**config.mk**
```make
export PLATFORM = sky130hd
export DESIGN_NAME = owu_mul
export DESIGN_NICKNAME = d
export VERILOG_FILES = /design/src/rtl/owu_pkg.sv /design/src/rtl/owu_mul.sv
export SDC_FILE = /design/constraint.sdc
export NUM_CORES = 1
export LEC_CHECK = 0
export BUFFER_PORTS_ARGS = -buffer_cell sky130_fd_sc_hd__buf_2
export CORE_ASPECT_RATIO = 0.5
export CORE_UTILIZATION = 30
export CTS_BUF_LIST = sky130_fd_sc_hd__clkbuf_4
export DETAILED_ROUTE_END_ITERATION = 7
export SLEW_MARGIN = 20
export SYNTH_ARGS = -nofsm -noshare
export SYNTH_HDL_FRONTEND = slang
export SYNTH_SLANG_ARGS = --single-unit
```
**constraint.sdc**
```tcl
create_clock -name clk_i -period 3.35 [get_ports clk_i]
set_clock_uncertainty 0.15 [all_clocks]
set_input_delay 0.67 -clock clk_i [delete_from_list [all_inputs] [get_ports clk_i]]
set_output_delay 0.67 -clock clk_i [all_outputs]
set_load 0.03 [all_outputs]
```
**src/rtl/owu_pkg.sv**
```systemverilog
`timescale 1ns / 1ps
`default_nettype none
package owu_pkg;

  localparam int unsigned ACC_W   = 48;
  localparam int unsigned DATA_W  = 32;
  localparam int unsigned FRAC_W  = 16;
  localparam int unsigned PROD_W  = ACC_W + DATA_W;
  localparam int unsigned CNT_W   = 6;
  localparam int unsigned ROOT_W  = 32;
  localparam int unsigned DEN_W   = ROOT_W + 1;
  localparam int unsigned CFG_IDX_W = 2;

  localparam logic [CNT_W-1:0] MUL_LONG   = 6'd32;
  localparam logic [CNT_W-1:0] MUL_SHORT  = 6'd16;
  localparam logic [CNT_W-1:0] SQRT_STEPS = 6'd32;
  localparam logic [CNT_W-1:0] DIV_STEPS  = 6'd48;

  localparam logic [CFG_IDX_W-1:0] REG_MODE     = 2'd0;
  localparam logic [CFG_IDX_W-1:0] REG_LR       = 2'd1;
  localparam logic [CFG_IDX_W-1:0] REG_MOMENTUM = 2'd2;
  localparam logic [CFG_IDX_W-1:0] REG_EPSILON  = 2'd3;

  localparam logic [1:0] MODE_PLAIN = 2'd0;
  localparam logic [1:0] MODE_MOM   = 2'd1;
  localparam logic [1:0] MODE_ADA   = 2'd2;

  localparam logic OP_UPDATE = 1'b0;
  localparam logic OP_CLEAR  = 1'b1;

  typedef enum logic [2:0] {
    ST_CLR, ST_IDLE, ST_READ, ST_MUL1, ST_MUL2, ST_SQRT, ST_DIV, ST_FIN
  } state_e;

  typedef enum logic [2:0] {
    PATH_PASS, PATH_CLEAR, PATH_PLAIN, PATH_MOM, PATH_ADA
  } path_e;

endpackage
`default_nettype wire

```
**src/rtl/owu_mul.sv**
```systemverilog
`timescale 1ns / 1ps
`default_nettype none
module owu_mul import owu_pkg::*; (
  input  wire logic              clk_i,
  input  wire logic              rst_ni,
  input  wire logic              start_i,
  input  wire logic              short_i,
  input  wire logic [ACC_W-1:0]  a_i,
  input  wire logic [DATA_W-1:0] b_i,
  output logic                   done_o,
  output logic [PROD_W-1:0]      prod_o
);

  logic             busy_q, done_q, short_q;
  logic [CNT_W-1:0] cnt_q;
  logic [ACC_W-1:0] a_q, acc_q;
  logic [DATA_W-1:0] b_q, lo_q;
  logic [ACC_W:0]   sum;

  // one multiplier bit per cycle, lsb first
  assign sum = {1'b0, acc_q} + (b_q[0] ? {1'b0, a_q} : '0);

  always_ff @(posedge clk_i or negedge rst_ni) begin
    if (!rst_ni) begin
      busy_q <= 1'b0;
      done_q <= 1'b0;
      cnt_q  <= '0;
    end else begin
      done_q <= 1'b0;
      if (start_i) begin
        busy_q <= 1'b1;
        cnt_q  <= short_i ? MUL_SHORT : MUL_LONG;
      end else if (busy_q) begin
        cnt_q <= cnt_q - 1'b1;
        if (cnt_q == 6'd1) begin
          busy_q <= 1'b0;
          done_q <= 1'b1;
        end
      end
    end
  end

  always_ff @(posedge clk_i) begin
    if (start_i) begin
      a_q     <= a_i;
      b_q     <= b_i;
      acc_q   <= '0;
      lo_q    <= '0;
      short_q <= short_i;
    end else if (busy_q) begin
      acc_q <= sum[ACC_W:1];
      lo_q  <= {sum[0], lo_q[DATA_W-1:1]};
      b_q   <= {1'b0, b_q[DATA_W-1:1]};
    end
  end

  assign done_o = done_q;
  assign prod_o = short_q ? {16'b0, acc_q, lo_q[DATA_W-1:FRAC_W]} : {acc_q, lo_q};

endmodule
`default_nettype wire

```
==> impl_metrics.tcl <==
set metrics [dict create \
    status "finished clean" \
    die_w_um 258 \
    r2r-end "acc_q[46]" \
    syn_to_final_growth_pct 25.3 \
    fillers 3197 \
    drt_pass1_iterations 5 \
    synth_cell_types 68 \
    antenna_found_initial 1 \
    clockRootBuffer "clkbuf_4" \
    p_leak_nw 5.65 \
    synth_area_sq_um 9860 \
    portBuffers 164 \
    synth_top_area_frac 0.247 \
    synth.largest_area_cell "edfxtp_1" \
    tritoncts "built" \
    drt_iter0_drc 408 \
    busiest_layer "met2" \
    ff_latch_area_sq_um 4240 \
    initial_core_util 0.308 \
    slowest_delay_ns 0.49 \
    vias 7982 \
    hold_viol_final 0 \
    wl_per_cell_um 17.1 \
    grt_use_met1 0.208 \
    syn_nets 1096 \
    h-tree-depth 4 \
    grt_usage 0.168 \
    finalMaxSlewViolations 0 \
    core_sq_um 32000 \
    final_nets 1340 \
    synth-seq-cells 169 \
    synth_area_leaders "edfxtp_1 25%, dfxtp_1 16%, mux2_2 11%, ha_1 6.3%, mux2i_1 5.1%" \
    r2r_slack_ns 0.05 \
    required_ns 3.72 \
    synth_commonest_cells "98 x nor2_1, 95 x mux2_2, 81 x edfxtp_1" \
    powerDensity_nw_per_um2 663 \
    setup_viol 0 \
    grt_util_met3 0.0431 \
    path_cells "buf_6 -> and2_1 -> ha_1 -> a21oi_1 -> o21ai_1 -> o41ai_2 -> nor2_1 -> or4_1 -> a21oi_2 -> o21ai_2 -> a221oi_2 -> xor2_1 -> o21ai_0" \
    syn_avg_cell_area_sq_um 10.3 \
    clockBufferDepth 2 \
    peakVddDrop_mv 0.271 \
    cp_max_fo 29 \
    dieArea_sq_um 33700 \
    setup_ws_ns 0.0484 \
    dp_slack_ns 0.00900 \
    r2r_cells 13 \
    crit_end "acc_q[46]" \
    die_height_um 130 \
    grt_max_degree 55 \
    totalWireLength_mm 28.3 \
    max_freq_mhz 303 \
    synthFlopType "edfxtp_1" \
    worstHoldPathType "input port to register" \
    use_met2 0.288 \
    vias_per_cell 4.83 \
    cts-buffers-inserted 17 \
    grt_pass1_wl_mm 43.0 \
    synth-edff-count 81 \
    worstMarginPinSlew_ns 0.666 \
    multi_input_area_sq_um 5440 \
    drive_gt1_frac 0.328 \
    grt.overflow.total 0 \
    startpoint_type "register" \
    cp.arrival_ns 3.67 \
    clock_sinks 169 \
    hpwl_mm 21.2 \
    end_kind "register" \
    yosys_warnings 0 \
    r2r_start "b_q[0]" \
    synth.most_common_cell "nor2_1" \
    rows 46 \
    ys_seq_area_frac 0.429 \
    fin_hold_ws_ns 0.0744 \
    hp-start "a_i[17]" \
    insertion_delay_ns 0.64 \
    clk_pin_slew_ns 0.16 \
    syn_inst 961 \
    period_share 0.986 \
    ant_nets 0 \
    worst_path_max_delay_cell "or4_1" \
    gp_congestion 0.953 \
    relSlewSlack 0.556 \
    crit_start "b_q[0]" \
    fin_crit_ns 3.30 \
    rsz0062_at_grt "true" \
    grt_pass1_vias 7837 \
    path_class "register to register" \
    io_pins 165 \
    drcViolationCount 0 \
    synthArstFlopShare 0.0473 \
    max_cap_violations 0 \
]
## per-stage QoR
| step | util | area (sq um) | power (W) | TNS [ns] | instances |
|---|---|---|---|---|---|
| 6_report | 0.386 | 12400 | 0.00819 | 0 | 1651 |
| 3_5_place_dp | 0.358 | 11500 | 0.00684 | 0 | 1572 |
| 3_3_place_gp | 0.358 | 11500 | 0.00682 | 0 | 1572 |
| 4_1_cts | 0.379 | 12100 | 0.00812 | 0 | 1643 |
| 2_1_floorplan | - | 9860 | 0.00557 | 0 | 961 |
| 5_1_grt | 0.386 | 12400 | 0.00870 | -0.251 | 1651 |
## cells by family after synthesis
family | synth area share
buffers and inverters | 0.0355
AOI/OAI and AO/OA | 0.125
adders and majority gates | 0.0655
DFF | 0.429
xor gates and xnor gates | 0.0426
and+or+nand+nor | 0.143
muxes | 0.159
## layout by cell type (no fill, tap or decap), drive strengths merged, types with 20 or more instances in the layout
cell type and count:
a21oi 64, and2 50, buf 236, dfxtp 80
dlygate4sd3 44, edfxtp 81, ha 50, inv 20
mux2 95, mux2i 50, nand2 68, nor2 98
nor2b 20, o21ai 62, xnor2 35
## worst min path at each step
| stage | end | slack (ns) | cells after the start |
|---|---|---|---|
| floorplan | busy_q | 0.22 | 0 |
| global placement | lo_q[0] | 0.33 | 2 |
| detailed placement | acc_q[38] | 0.35 | 2 |
| CTS | a_q[4] | 0.004 | 1 |
| global route | a_q[17] | 0.005 | 1 |
| finish | a_q[17] | 0.07 | 1 |
## state kept, by name (all words and copies together), names as in the netlist
signal   cells
a_q         48
acc_q       48
b_q         32
lo_q        32
cnt_q        6
busy_q       1
done_o       1
short_q      1
## where the power goes
part / switching, W / leakage, nW / total (W) / internal (W)
sequential: 0.000503 / 1.57 / 0.00306 / 0.00256
combinational: 0.00224 / 3.93 / 0.00393 / 0.00169
clock: 0.000863 / 0.157 / 0.00120 / 0.000341
## routing by layer
layer  wire length (um)  vias to the layer above
li1                   -                     3950
met1              12600                     3843
met2              13800                      153
met3               1190                       36
met4                682                        0
met5                  0                        -
## critical path, delay by kind of cell, from the launching register on
family                   cells  cell delay, ns
flip-flops                   1            0.47
buffers and inverters        1            0.20
adder cells (fa/ha/maj)      1            0.28
AO/OA/AOI/OAI                7            1.16
AND/OR/NAND/NOR              3            0.74
XOR/XNOR                     1            0.18
## layout make-up
| class | count | share of cell area |
|---|---|---|
| multi-input cells | 727 | 0.440 |
| well taps | 432 | 0.0438 |
| inverters | 10 | 0.00304 |
| flip-flops and latches | 169 | 0.343 |
| repair buffers | 280 | 0.148 |
| clock inverters | 14 | 0.0110 |
| clock buffers | 18 | 0.0109 |
| diodes | 1 | 0.000203 |
## repair_timing
item | in CTS | in global routing
gates resized for setup | 2 | 30
buffers inserted | 0 | 2
setup endpoints to repair | 1 | 14
endpoints found under the hold margin | 46 | 5
hold buffers | 39 | 5
cloned | 0 | 0
pin swaps | 0 | 2
(Power assumes the default switching activity.)
