File: config.mk
export PLATFORM = sky130hd
export DESIGN_NAME = owu_div
export DESIGN_NICKNAME = d
export VERILOG_FILES = /design/src/rtl/owu_pkg.sv /design/src/rtl/owu_div.sv
export SDC_FILE = /design/constraint.sdc
export NUM_CORES = 1
export LEC_CHECK = 0
export ABC_AREA = 0
export BUFFER_PORTS_ARGS = -buffer_cell sky130_fd_sc_hd__buf_2
export CAP_MARGIN = 30
export CORE_MARGIN = 2
export CORE_UTILIZATION = 40
export CTS_CLUSTER_DIAMETER = 40
export CTS_CLUSTER_SIZE = 16
export DETAILED_ROUTE_END_ITERATION = 10
export PLACE_DENSITY_LB_ADDON = 0.15
export SYNTH_ARGS = -nofsm -noshare
export SYNTH_HDL_FRONTEND = slang
export SYNTH_SLANG_ARGS = --single-unit
File: constraint.sdc
create_clock -name clk_i -period 5.6 [get_ports clk_i]
set_clock_uncertainty 0.15 [all_clocks]
set_input_delay 0.28 -clock clk_i [delete_from_list [all_inputs] [get_ports clk_i]]
set_output_delay 0.28 -clock clk_i [all_outputs]
set_load 0.05 [all_outputs]
File: src/rtl/owu_pkg.sv
`timescale 1ns / 1ps
`default_nettype none
package owu_pkg;

  localparam int unsigned ACC_W   = 48;
  localparam int unsigned DATA_W  = 32;
  localparam int unsigned FRAC_W  = 16;
  localparam int unsigned PROD_W  = ACC_W + DATA_W;
  localparam int unsigned CNT_W   = 6;
  localparam int unsigned ROOT_W  = 32;
  localparam int unsigned DEN_W   = ROOT_W + 1;
  localparam int unsigned CFG_IDX_W = 2;

  localparam logic [CNT_W-1:0] MUL_LONG   = 6'd32;
  localparam logic [CNT_W-1:0] MUL_SHORT  = 6'd16;
  localparam logic [CNT_W-1:0] SQRT_STEPS = 6'd32;
  localparam logic [CNT_W-1:0] DIV_STEPS  = 6'd48;

  localparam logic [CFG_IDX_W-1:0] REG_MODE     = 2'd0;
  localparam logic [CFG_IDX_W-1:0] REG_LR       = 2'd1;
  localparam logic [CFG_IDX_W-1:0] REG_MOMENTUM = 2'd2;
  localparam logic [CFG_IDX_W-1:0] REG_EPSILON  = 2'd3;

  localparam logic [1:0] MODE_PLAIN = 2'd0;
  localparam logic [1:0] MODE_MOM   = 2'd1;
  localparam logic [1:0] MODE_ADA   = 2'd2;

  localparam logic OP_UPDATE = 1'b0;
  localparam logic OP_CLEAR  = 1'b1;

  typedef enum logic [2:0] {
    ST_CLR, ST_IDLE, ST_READ, ST_MUL1, ST_MUL2, ST_SQRT, ST_DIV, ST_FIN
  } state_e;

  typedef enum logic [2:0] {
    PATH_PASS, PATH_CLEAR, PATH_PLAIN, PATH_MOM, PATH_ADA
  } path_e;

endpackage
`default_nettype wire

File: src/rtl/owu_div.sv
`timescale 1ns / 1ps
`default_nettype none
module owu_div import owu_pkg::*; (
  input  wire logic             clk_i,
  input  wire logic             rst_ni,
  input  wire logic             start_i,
  input  wire logic [ACC_W-1:0] num_i,
  input  wire logic [DEN_W-1:0] den_i,
  output logic                  done_o,
  output logic [ACC_W-1:0]      quo_o
);

  logic             busy_q, done_q;
  logic [CNT_W-1:0] cnt_q;
  logic [ACC_W-1:0] q_q;
  logic [DEN_W-1:0] den_q, rem_q;
  logic [DEN_W:0]   t, diff;
  logic             take;

  // restoring division, one quotient bit per cycle
  assign t    = {rem_q, q_q[ACC_W-1]};
  assign take = t >= {1'b0, den_q};
  assign diff = t - {1'b0, den_q};

  always_ff @(posedge clk_i or negedge rst_ni) begin
    if (!rst_ni) begin
      busy_q <= 1'b0;
      done_q <= 1'b0;
      cnt_q  <= '0;
    end else begin
      done_q <= 1'b0;
      if (start_i) begin
        busy_q <= 1'b1;
        cnt_q  <= DIV_STEPS;
      end else if (busy_q) begin
        cnt_q <= cnt_q - 1'b1;
        if (cnt_q == 6'd1) begin
          busy_q <= 1'b0;
          done_q <= 1'b1;
        end
      end
    end
  end

  always_ff @(posedge clk_i) begin
    if (start_i) begin
      q_q   <= num_i;
      den_q <= den_i;
      rem_q <= '0;
    end else if (busy_q) begin
      rem_q <= take ? diff[DEN_W-1:0] : t[DEN_W-1:0];
      q_q   <= {q_q[ACC_W-2:0], take};
    end
  end

  assign done_o = done_q;
  assign quo_o  = q_q;

endmodule
`default_nettype wire

==> out/qor.csv <==
stage,metric,value,unit
status,outcome,"finished, final reports clean",
clock_tree,clock-sinks,122,
hold_path,min-delay-start,num_i[2],
hold_path,hold_end,quo_o[2]$_DFFE_PP_,
setup_path,cp_cell_sequence,inv_1 > ha_1 > inv_1 > fa_1 > a211oi_1 > o21a_1 > nor4_1 > nor3b_2 > o21ai_0 > a311oi_1 > nor4_1 > a221o_1,
setup_path,arrival,3.51,ns
setup_path,worstRegToRegCells,12,
timing,maxSlewHeadroom,52.90,%
detailed_routing,firstDrtPassIters,6,
power_and_ir_drop,power.density,453.5,nW/um2
clock_tree,post_cts_resized,0,
power_and_ir_drop,p_leak,3.805,nW
clock_tree,cts_setup_buffers,0,
yosys,syn_avg_cell_area,10.68,um2
global_routing,antenna_found_initial,0,
cells_and_area,drive_above_1_share,27.20,%
global_routing,overflow,0,
place,port_buffers,132,
setup_path,r2r_end,rem_q[30]$_SDFFE_PP0P_,
global_routing,gr-usage-all-layers,19.36,%
yosys,synth_top_area_cell,edfxtp_1,
job,maxCapViolations,0,
place,gp_congestion,0.9085,
timing,finalHoldViolCount,0,
setup_path,cp_max_fo,6,
timing,clock.fmax,0.2977,GHz
detailed_routing,drtAntennaViolNets,0,
setup_path,required,5.75,ns
floorplanning,die_w,134.3,um
setup_path,ff2ff_setup_slack,2.24,ns
global_routing,grt_first_pass_wirelength,27880,um
cells_and_area,final_core_util,53.00,%
yosys,yosys_warnings,0,
floorplanning,io-pin-count,133,
yosys,postSynthCellCount,636,
floorplanning,num_rows,47,
timing,rsz0062_at_grt,false,
setup_path,cp_slowest_cell,nor3b_2,
timing,fin_tns_setup,0,ns
timing,fin_crit_sh,59.98,%
floorplanning,dieArea,18040,um2
timing,min_period,3.359,ns
hold_path,hold-path-cell-count,2,
yosys,yosys-top-cells-count,"edfxtp_1 (81), nor2_1 (51), a21oi_1 (47), mux2_2 (47)",
setup_path,cp_slowest_stage_delay,0.45,ns
detailed_routing,avgRoutedWirePerCell,15.87,um
yosys,synth_most_common_cell,edfxtp_1,
global_routing,grt_max_degree,65,
timing,setup_viol,0,
detailed_routing,viasPerCell,5.180,
yosys,synthArstFlopShare,6.557,%
clock_tree,cts_tree,done,
yosys,synth_ff_type,edfxtp_1,
timing,slew_viol_final,0,
yosys,syn-num-nets,756,
place,dp_hpwl,11350,um
power_and_ir_drop,ir_drop,304.3,uV
yosys,synthDominantCellAreaShare,35.80,%
cells_and_area,area_growth,29.36,%
floorplanning,core_area,16580,um2
hold_path,worstHoldPathType,in -> reg,
place,postPlaceCellArea,7624,um2
yosys,yosysSeqAreaShare,48.47,%
global_routing,grt_pass1_vias,5676,
yosys,synth_edf_count,81,
cells_and_area,nets,938,
yosys,synth-seq-cells,122,
floorplanning,start_util,40.97,%
setup_path,r2r-start,quo_o[47]$_DFFE_PP_,
clock_tree,clockBufferDepth,2,
detailed_routing,vias,5444,
timing,worstMarginPinSlew,0.7057,ns
clock_tree,clk_latency,0.42,ns
setup_path,critPathKind,reg -> reg,
clock_tree,path_clk_slew,0.06,ns
detailed_routing,drc,0,
floorplanning,dieHeight,134.3,um
detailed_routing,routed_wl,16680,um
cells_and_area,fin_area,8788,um2
clock_tree,cts_buffers,17,
yosys,synth_cell_types,62,
cells_and_area,antenna_cells,0,
setup_path,start_kind,register,
setup_path,crit_path_end_kind,register,
clock_tree,cts_root_buffer,clkbuf_16,
clock_tree,cts_htree_levels,4,
yosys,netlist_area,6794,um2
detailed_routing,drtIter0Drc,296,
yosys,synth_top_cells_by_area,"edfxtp_1 (36%), dfxtp_1 (9.7%), mux2_2 (7.8%)",
-- cell families after synthesis --
| logic type | Yosys count | synth area share [%] |
|---|---|---|
| AO/OA/AOI/OAI | 162 | 16.10 |
| XOR/XNOR | 31 | 3.996 |
| adder cells (fa/ha/maj) | 36 | 6.740 |
| buffers and inverters | 77 | 4.862 |
| flip-flops | 122 | 48.47 |
| multiplexers | 55 | 8.969 |
| AND/OR/NAND/NOR | 153 | 10.87 |
-- through the flow --
| step | hold WS [ns] | setup slack (ns) | instances | power, mW |
|---|---|---|---|---|
| after global placement | -0.02409 | 2.329 | 961 | 2.849 |
| after floorplan | -0.1656 | 2.326 | 636 | 2.550 |
| final | 0.01513 | 2.241 | 1051 | 3.986 |
| after CTS | 0.00002187 | 2.254 | 1050 | 4.001 |
| after detailed placement | -0.01843 | 2.280 | 961 | 2.871 |
| after global routing | 0.0008689 | 1.933 | 1051 | 4.253 |
-- state kept, by name, indices dropped and copies added, names as in the netlist --
name    count
quo_o      48
den_q      33
busy_q      1
done_o      1
rem_q      33
cnt_q       6
-- critical path, delay by kind of cell, from the launching register on --
family / cells / cell delay (ns)
AO/OA/AOI/OAI: 5 / 1.39
AND/OR/NAND/NOR: 3 / 0.62
adder cells (fa/ha/maj): 2 / 0.57
flip-flops: 1 / 0.40
buffers and inverters: 2 / 0.13
-- how the worst max path moves through the flow --
stage | from | end | slack, ns
2_1_floorplan | quo_o[47]$_DFFE_PP_ | rem_q[30]$_SDFFE_PP0P_ | 2.33
3_3_place_gp | quo_o[47]$_DFFE_PP_ | rem_q[30]$_SDFFE_PP0P_ | 2.33
3_5_place_dp | quo_o[47]$_DFFE_PP_ | rem_q[30]$_SDFFE_PP0P_ | 2.28
4_1_cts | quo_o[47]$_DFFE_PP_ | rem_q[30]$_SDFFE_PP0P_ | 2.25
5_1_grt | quo_o[47]$_DFFE_PP_ | rem_q[30]$_SDFFE_PP0P_ | 1.93
6_report | quo_o[47]$_DFFE_PP_ | rem_q[30]$_SDFFE_PP0P_ | 2.24
-- layer usage --
metal | wire length [um] | up-vias | GRT usage [%]
met1 | 7556 | 2579 | 25.16
met4 | 198 | 0 | 5.497
met3 | 938 | 12 | 5.782
met2 | 7990 | 147 | 31.41
met5 | 0 | - | 0
li1 | - | 2706 | -
-- repair_timing --
action                                  4_1_cts  5_1_grt
hold buffers                                 57        0
endpoints found under the setup margin        0        0
hold endpoints to repair                     64        0
-- layout make-up --
class / instances / area (um2)
Multi-Input combinational cell: 437 / 3182
Timing Repair Buffer: 196 / 1299
Clock inverter: 11 / 123.9
Sequential cell: 122 / 3293
Tap cell: 220 / 275.3
Clock buffer: 21 / 450.4
Fill cell: 1542 / 7795
Inverter: 44 / 165.2
-- power breakdown --
group	internal (mW)	total, mW	switching (mW)
clock network	0.665	1.08	0.413
registers	1.15	1.27	0.120
logic	0.654	1.64	0.988
-- cell usage in the layout, fill, tap and decap left out, types with 22 or more instances in the layout --
| cell | synthesis | final |
|---|---|---|
| mux2_2 | 47 | 47 |
| ha_1 | 35 | 35 |
| buf_2 | 3 | 131 |
| nand2_1 | 44 | 44 |
| a211oi_1 | 22 | 22 |
| dfxtp_1 | 33 | 33 |
| a21oi_1 | 47 | 47 |
| o21ai_0 | 26 | 26 |
| inv_1 | 44 | 43 |
| edfxtp_1 | 81 | 81 |
| nor2_1 | 51 | 51 |
| dlygate4sd3_1 | 0 | 57 |
No activity file was read; power rests on OpenSTA's default activity.
