===== src/rtl/owu_pkg.sv =====
`timescale 1ns / 1ps
`default_nettype none
package owu_pkg;

  localparam int unsigned ACC_W   = 48;
  localparam int unsigned DATA_W  = 32;
  localparam int unsigned FRAC_W  = 16;
  localparam int unsigned PROD_W  = ACC_W + DATA_W;
  localparam int unsigned CNT_W   = 6;
  localparam int unsigned ROOT_W  = 32;
  localparam int unsigned DEN_W   = ROOT_W + 1;
  localparam int unsigned CFG_IDX_W = 2;

  localparam logic [CNT_W-1:0] MUL_LONG   = 6'd32;
  localparam logic [CNT_W-1:0] MUL_SHORT  = 6'd16;
  localparam logic [CNT_W-1:0] SQRT_STEPS = 6'd32;
  localparam logic [CNT_W-1:0] DIV_STEPS  = 6'd48;

  localparam logic [CFG_IDX_W-1:0] REG_MODE     = 2'd0;
  localparam logic [CFG_IDX_W-1:0] REG_LR       = 2'd1;
  localparam logic [CFG_IDX_W-1:0] REG_MOMENTUM = 2'd2;
  localparam logic [CFG_IDX_W-1:0] REG_EPSILON  = 2'd3;

  localparam logic [1:0] MODE_PLAIN = 2'd0;
  localparam logic [1:0] MODE_MOM   = 2'd1;
  localparam logic [1:0] MODE_ADA   = 2'd2;

  localparam logic OP_UPDATE = 1'b0;
  localparam logic OP_CLEAR  = 1'b1;

  typedef enum logic [2:0] {
    ST_CLR, ST_IDLE, ST_READ, ST_MUL1, ST_MUL2, ST_SQRT, ST_DIV, ST_FIN
  } state_e;

  typedef enum logic [2:0] {
    PATH_PASS, PATH_CLEAR, PATH_PLAIN, PATH_MOM, PATH_ADA
  } path_e;

endpackage
`default_nettype wire


===== src/rtl/owu_sqrt.sv =====
`timescale 1ns / 1ps
`default_nettype none
module owu_sqrt import owu_pkg::*; (
  input  wire logic                  clk_i,
  input  wire logic                  rst_ni,
  input  wire logic                  start_i,
  input  wire logic [2*ROOT_W-1:0]   n_i,
  output logic                       done_o,
  output logic [ROOT_W-1:0]          root_o
);

  logic                busy_q, done_q;
  logic [CNT_W-1:0]    cnt_q;
  logic [2*ROOT_W-1:0] n_q;
  logic [ROOT_W+1:0]   r_q;
  logic [ROOT_W-1:0]   root_q;
  logic [ROOT_W+3:0]   rr, trial, diff;
  logic                take;

  // bring down two radicand bits, try root*4+1
  assign rr    = {r_q, n_q[2*ROOT_W-1 -: 2]};
  assign trial = {2'b0, root_q, 2'b01};
  assign take  = rr >= trial;
  assign diff  = rr - trial;

  always_ff @(posedge clk_i or negedge rst_ni) begin
    if (!rst_ni) begin
      busy_q <= 1'b0;
      done_q <= 1'b0;
      cnt_q  <= '0;
    end else begin
      done_q <= 1'b0;
      if (start_i) begin
        busy_q <= 1'b1;
        cnt_q  <= SQRT_STEPS;
      end else if (busy_q) begin
        cnt_q <= cnt_q - 1'b1;
        if (cnt_q == 6'd1) begin
          busy_q <= 1'b0;
          done_q <= 1'b1;
        end
      end
    end
  end

  always_ff @(posedge clk_i) begin
    if (start_i) begin
      n_q    <= n_i;
      r_q    <= '0;
      root_q <= '0;
    end else if (busy_q) begin
      n_q    <= {n_q[2*ROOT_W-3:0], 2'b00};
      r_q    <= take ? diff[ROOT_W+1:0] : rr[ROOT_W+1:0];
      root_q <= {root_q[ROOT_W-2:0], take};
    end
  end

  assign done_o = done_q;
  assign root_o = root_q;

endmodule
`default_nettype wire


===== config.mk =====
export PLATFORM = sky130hd
export DESIGN_NAME = owu_sqrt
export DESIGN_NICKNAME = d
export VERILOG_FILES = /design/src/rtl/owu_pkg.sv /design/src/rtl/owu_sqrt.sv
export SDC_FILE = /design/constraint.sdc
export NUM_CORES = 1
export LEC_CHECK = 0
export ABC_AREA = 1
export BUFFER_PORTS_ARGS = -buffer_cell sky130_fd_sc_hd__buf_4
export CAP_MARGIN = 20
export CORE_MARGIN = 3
export CORE_UTILIZATION = 53
export CTS_CLUSTER_SIZE = 28
export DETAILED_ROUTE_END_ITERATION = 7
export PLACE_DENSITY = 0.77
export SLEW_MARGIN = 20
export SYNTH_ARGS = -nofsm -noshare
export SYNTH_HDL_FRONTEND = slang
export SYNTH_SLANG_ARGS = --single-unit

===== constraint.sdc =====
create_clock -name clk_i -period 3.4 [get_ports clk_i]
set_clock_uncertainty 0.15 [all_clocks]
set_input_delay 0.51 -clock clk_i [delete_from_list [all_inputs] [get_ports clk_i]]
set_output_delay 0.51 -clock clk_i [all_outputs]
set_load 0.02 [all_outputs]

==> run_results.csv <==
group,metric,value,unit
setup_path,worstPathRequired,3.55,ns
setup_path,end_kind,"flop",
timing,period_minus_slack,2.799,ns
logic_synthesis,synthArstFlopShare,5.797,%
logic_synthesis,synth_compound_area_share,9.651,%
setup_path,arrival,2.95,ns
logic_synthesis,synthMuxAreaShare,0,%
final_layout,area_growth,20.22,%
logic_synthesis,synth_top_family_by_area,"simple AND/OR/NAND/NOR gates",
power_and_ir_drop,cellPowerDensity,918.3,nW/um^2
drt,routed_wl,20.04,mm
logic_synthesis,yosysTopAreaCellShare,24.22,%
timing,drv_slew,0,
logic_synthesis,synthAdderAreaFrac,5.677,%
drt,viasPerCell,5.159,
timing,clock.fmax,357.2,MHz
global_routing,grt_start_max_net_pins,73,
global_routing,grt_overflow,0,
setup_path,worstPathMaxFanout,33,
setup_path,cp-start-kind,"flop",
final_layout,antennaDiodeCount,0,
clock_tree,cts.clk_slew.worst_paths,0.06,ns
logic_synthesis,yosysSeqAreaShare,43.40,%
drt,ant_nets,0,
timing,report.final.hold_viol_count,0,
logic_synthesis,yosysUniqueCellTypes,40,
logic_synthesis,synth_area,7934,sq um
logic_synthesis,syn-instance-count,1100,
timing,whs,0.2010,ns
setup_path,critPathKind,"flop to flop",
die,rows,44,
timing,relSlewSlack,53.35,%
logic_synthesis,synth_warnings,0,
logic_synthesis,synthXorXnorAreaFrac,1.987,%
clock_tree,cts_setup_buffers,0,
die,dieArea,16470,sq um
die,dieHeight,128.4,microns
die,core-area,14590,sq um
clock_tree,cts.sinks,138,
placed_design,dp_hpwl,14.64,mm
clock_tree,cts_made_buffers,17,
min_path,hp-class,"input pin to flop",
final_layout,nets,1297,
drt,vias,7176,
global_routing,grt_pass1_wl,32.46,mm
global_routing,first_global_vias,6697,
clock_tree,cts-htree-levels,4,
logic_synthesis,synthFlopType,"dfxtp_1",
outcome,status,"finished clean",
final_layout,drive_gt1_share,13.59,%
logic_synthesis,synth_seq_cells,138,
drt,dr.pass1.iters,6,
drt,wl_per_cell,14.41,microns
drt,drtIter0Drc,496,
timing,tightest_slew,0.6997,ns
die,num_io_pins,100,
power_and_ir_drop,vdd_ir_drop_max,0.5094,mV
global_routing,antenna_found_initial,0,
clock_tree,clk_latency,0.42,ns
power_and_ir_drop,p_leak,4.821,nW
logic_synthesis,synth_edf_count,64,
timing,post-route-period-util,82.33,%
placed_design,gp_congestion,0.9572,
logic_synthesis,synth_top_cells_by_area,"edfxtp_1 24%, nand2_1 21%, dfxtp_1 17%",
clock_tree,cts_tree,"yes",
clock_tree,ctsLongestPathBuffers,2,
logic_synthesis,yosysTopAreaCell,"edfxtp_1",
timing,rsz0062_at_grt,"no",
logic_synthesis,synth-simple-area-share,31.21,%
global_routing,grtUsageTotal,24.67,%
logic_synthesis,syn-num-nets,1203,
logic_synthesis,synth_area_per_cell,7.213,sq um
job,drv_cap,0,
placed_design,io_buffers,99,
timing,tns,0,ns
timing,setup-violations-final,0,
drt,drc_errors,0,
die,fp.dieW,128.4,microns
die,initial_core_util,54.38,%
clock_tree,clockRootBuffer,"clkbuf_16",
synthesized netlist by cell type, types with 2 or more instances:
master,number
buf_2,2
nand2_2,5
o21ai_1,6
nor2_1,76
ha_1,36
a21oi_1,35
o22ai_1,32
inv_2,2
o21bai_1,8
nor2_4,2
and3_1,2
nand2_4,3
a31oi_1,2
clkbuf_1,26
edfxtp_1,64
or2_2,3
nand4_1,7
xor2_1,2
o211ai_1,12
nand3_1,40
clkinv_1,3
dfxtp_1,66
nor3_1,7
or2_1,3
dfrtp_1,8
buf_4,3
nand2_1,453
nor2_2,7
o21ai_0,33
inv_1,127
xnor2_1,16
layout by cell type (no fill, tap or decap), drive strengths merged, types with 12 or more instances in the layout:
| cell type | netlist | layout |
|---|---|---|
| ha | 36 | 36 |
| xnor2 | 16 | 16 |
| o22ai | 32 | 32 |
| clkbuf | 26 | 19 |
| o211ai | 12 | 12 |
| edfxtp | 64 | 64 |
| nand2 | 461 | 461 |
| o21ai | 39 | 39 |
| buf | 7 | 107 |
| dfxtp | 66 | 66 |
| a21oi | 37 | 37 |
| nand3 | 41 | 41 |
| nor2 | 85 | 85 |
| inv | 129 | 134 |
sequential cells by signal, summed over array words and instances (netlist names):
signal,flops
busy_q,1
cnt_q,6
done_o,1
n_q,64
r_q,34
root_o,32
worst paths after layout:
kind                            startpoint        end  slack, ns  cells after the start
worst max-delay path            root_o[17]  root_o[0]       0.60                     14
worst min-delay path                n_i[1]     n_q[1]       0.20                      3
worst max register to register  root_o[17]  root_o[0]       0.60                     14
worst min register to register     r_q[33]    r_q[33]       0.31                      2
max in group asynchronous           rst_ni   cnt_q[4]       2.68                      2
min in group asynchronous           rst_ni   cnt_q[0]       0.29                      2
power breakdown:
| part | internal (mW) | switching [mW] | total [mW] | leakage [nW] |
|---|---|---|---|---|
| combinational | 1.55 | 2.86 | 4.41 | 3.15 |
| sequential | 2.04 | 0.191 | 2.24 | 1.34 |
| clock | 1.39 | 0.726 | 2.11 | 0.325 |
| total | 4.98 | 3.77 | 8.76 | 4.82 |
logic make-up (layout without fill, tap and decap cells):
| logic type | count (synthesis) | count (layout) |
|---|---|---|
| compound gates | 131 | 131 |
| xor+xnor | 18 | 18 |
| flops | 138 | 138 |
| buf+inv | 165 | 272 |
| fa+ha+maj | 36 | 36 |
| simple gates | 612 | 612 |
metal layers:
metal  wire length (microns)  GRT usage, %  share of wire (%)  vias to the layer above
met3                     897         4.483                4.5                       25
li1                        -             -                  -                     3716
met2                    9088         37.85                 45                      158
met4                     265         6.492                1.3                        0
met1                    9788         36.11                 49                     3277
met5                       0             0                  0                        -
stage by stage:
| stage | power (mW) | util [%] | setup WS, ns | cell area (sq um) | cells |
|---|---|---|---|---|---|
| after floorplan | 5.601 | - | 0.9313 | 7935 | 1100 |
| after global placement | 6.582 | 60.53 | 0.6766 | 8831 | 1357 |
| after detailed placement | 6.601 | 60.53 | 0.6626 | 8831 | 1357 |
| after CTS | 8.739 | 65.19 | 0.6461 | 9510 | 1390 |
| after global routing | 9.482 | 65.38 | 0.3749 | 9538 | 1391 |
| final | 8.759 | 65.38 | 0.6006 | 9538 | 1391 |
area by class of cell:
type	instances	area (sq um)
fill	1291	5051
multi-input combinational	797	3852
sequential	138	3443
timing repair buffer	108	845.8
inverter	132	496.7
clock buffer	19	432.9
clock inverter	13	236.5
tap	184	230.2
worst max-delay path, stage by stage (launching register included):
cell,delay (ns)
dfxtp_1,0.33
inv_1,0.07
ha_1,0.37
a21oi_1,0.26
nand2_1,0.15
inv_1,0.09
nand2_2,0.08
a21oi_4,0.14
nand2_2,0.08
nand2_4,0.09
nand2_4,0.23
inv_2,0.31
nand2_1,0.13
o211ai_1,0.13
inv_1,0.05
what timing repair did:
item,4_1_cts,5_1_grt
gates resized for setup,0,0
hold endpoints to repair,8,0
hold buffers,1,0
Power figures use the tool's default switching activity.
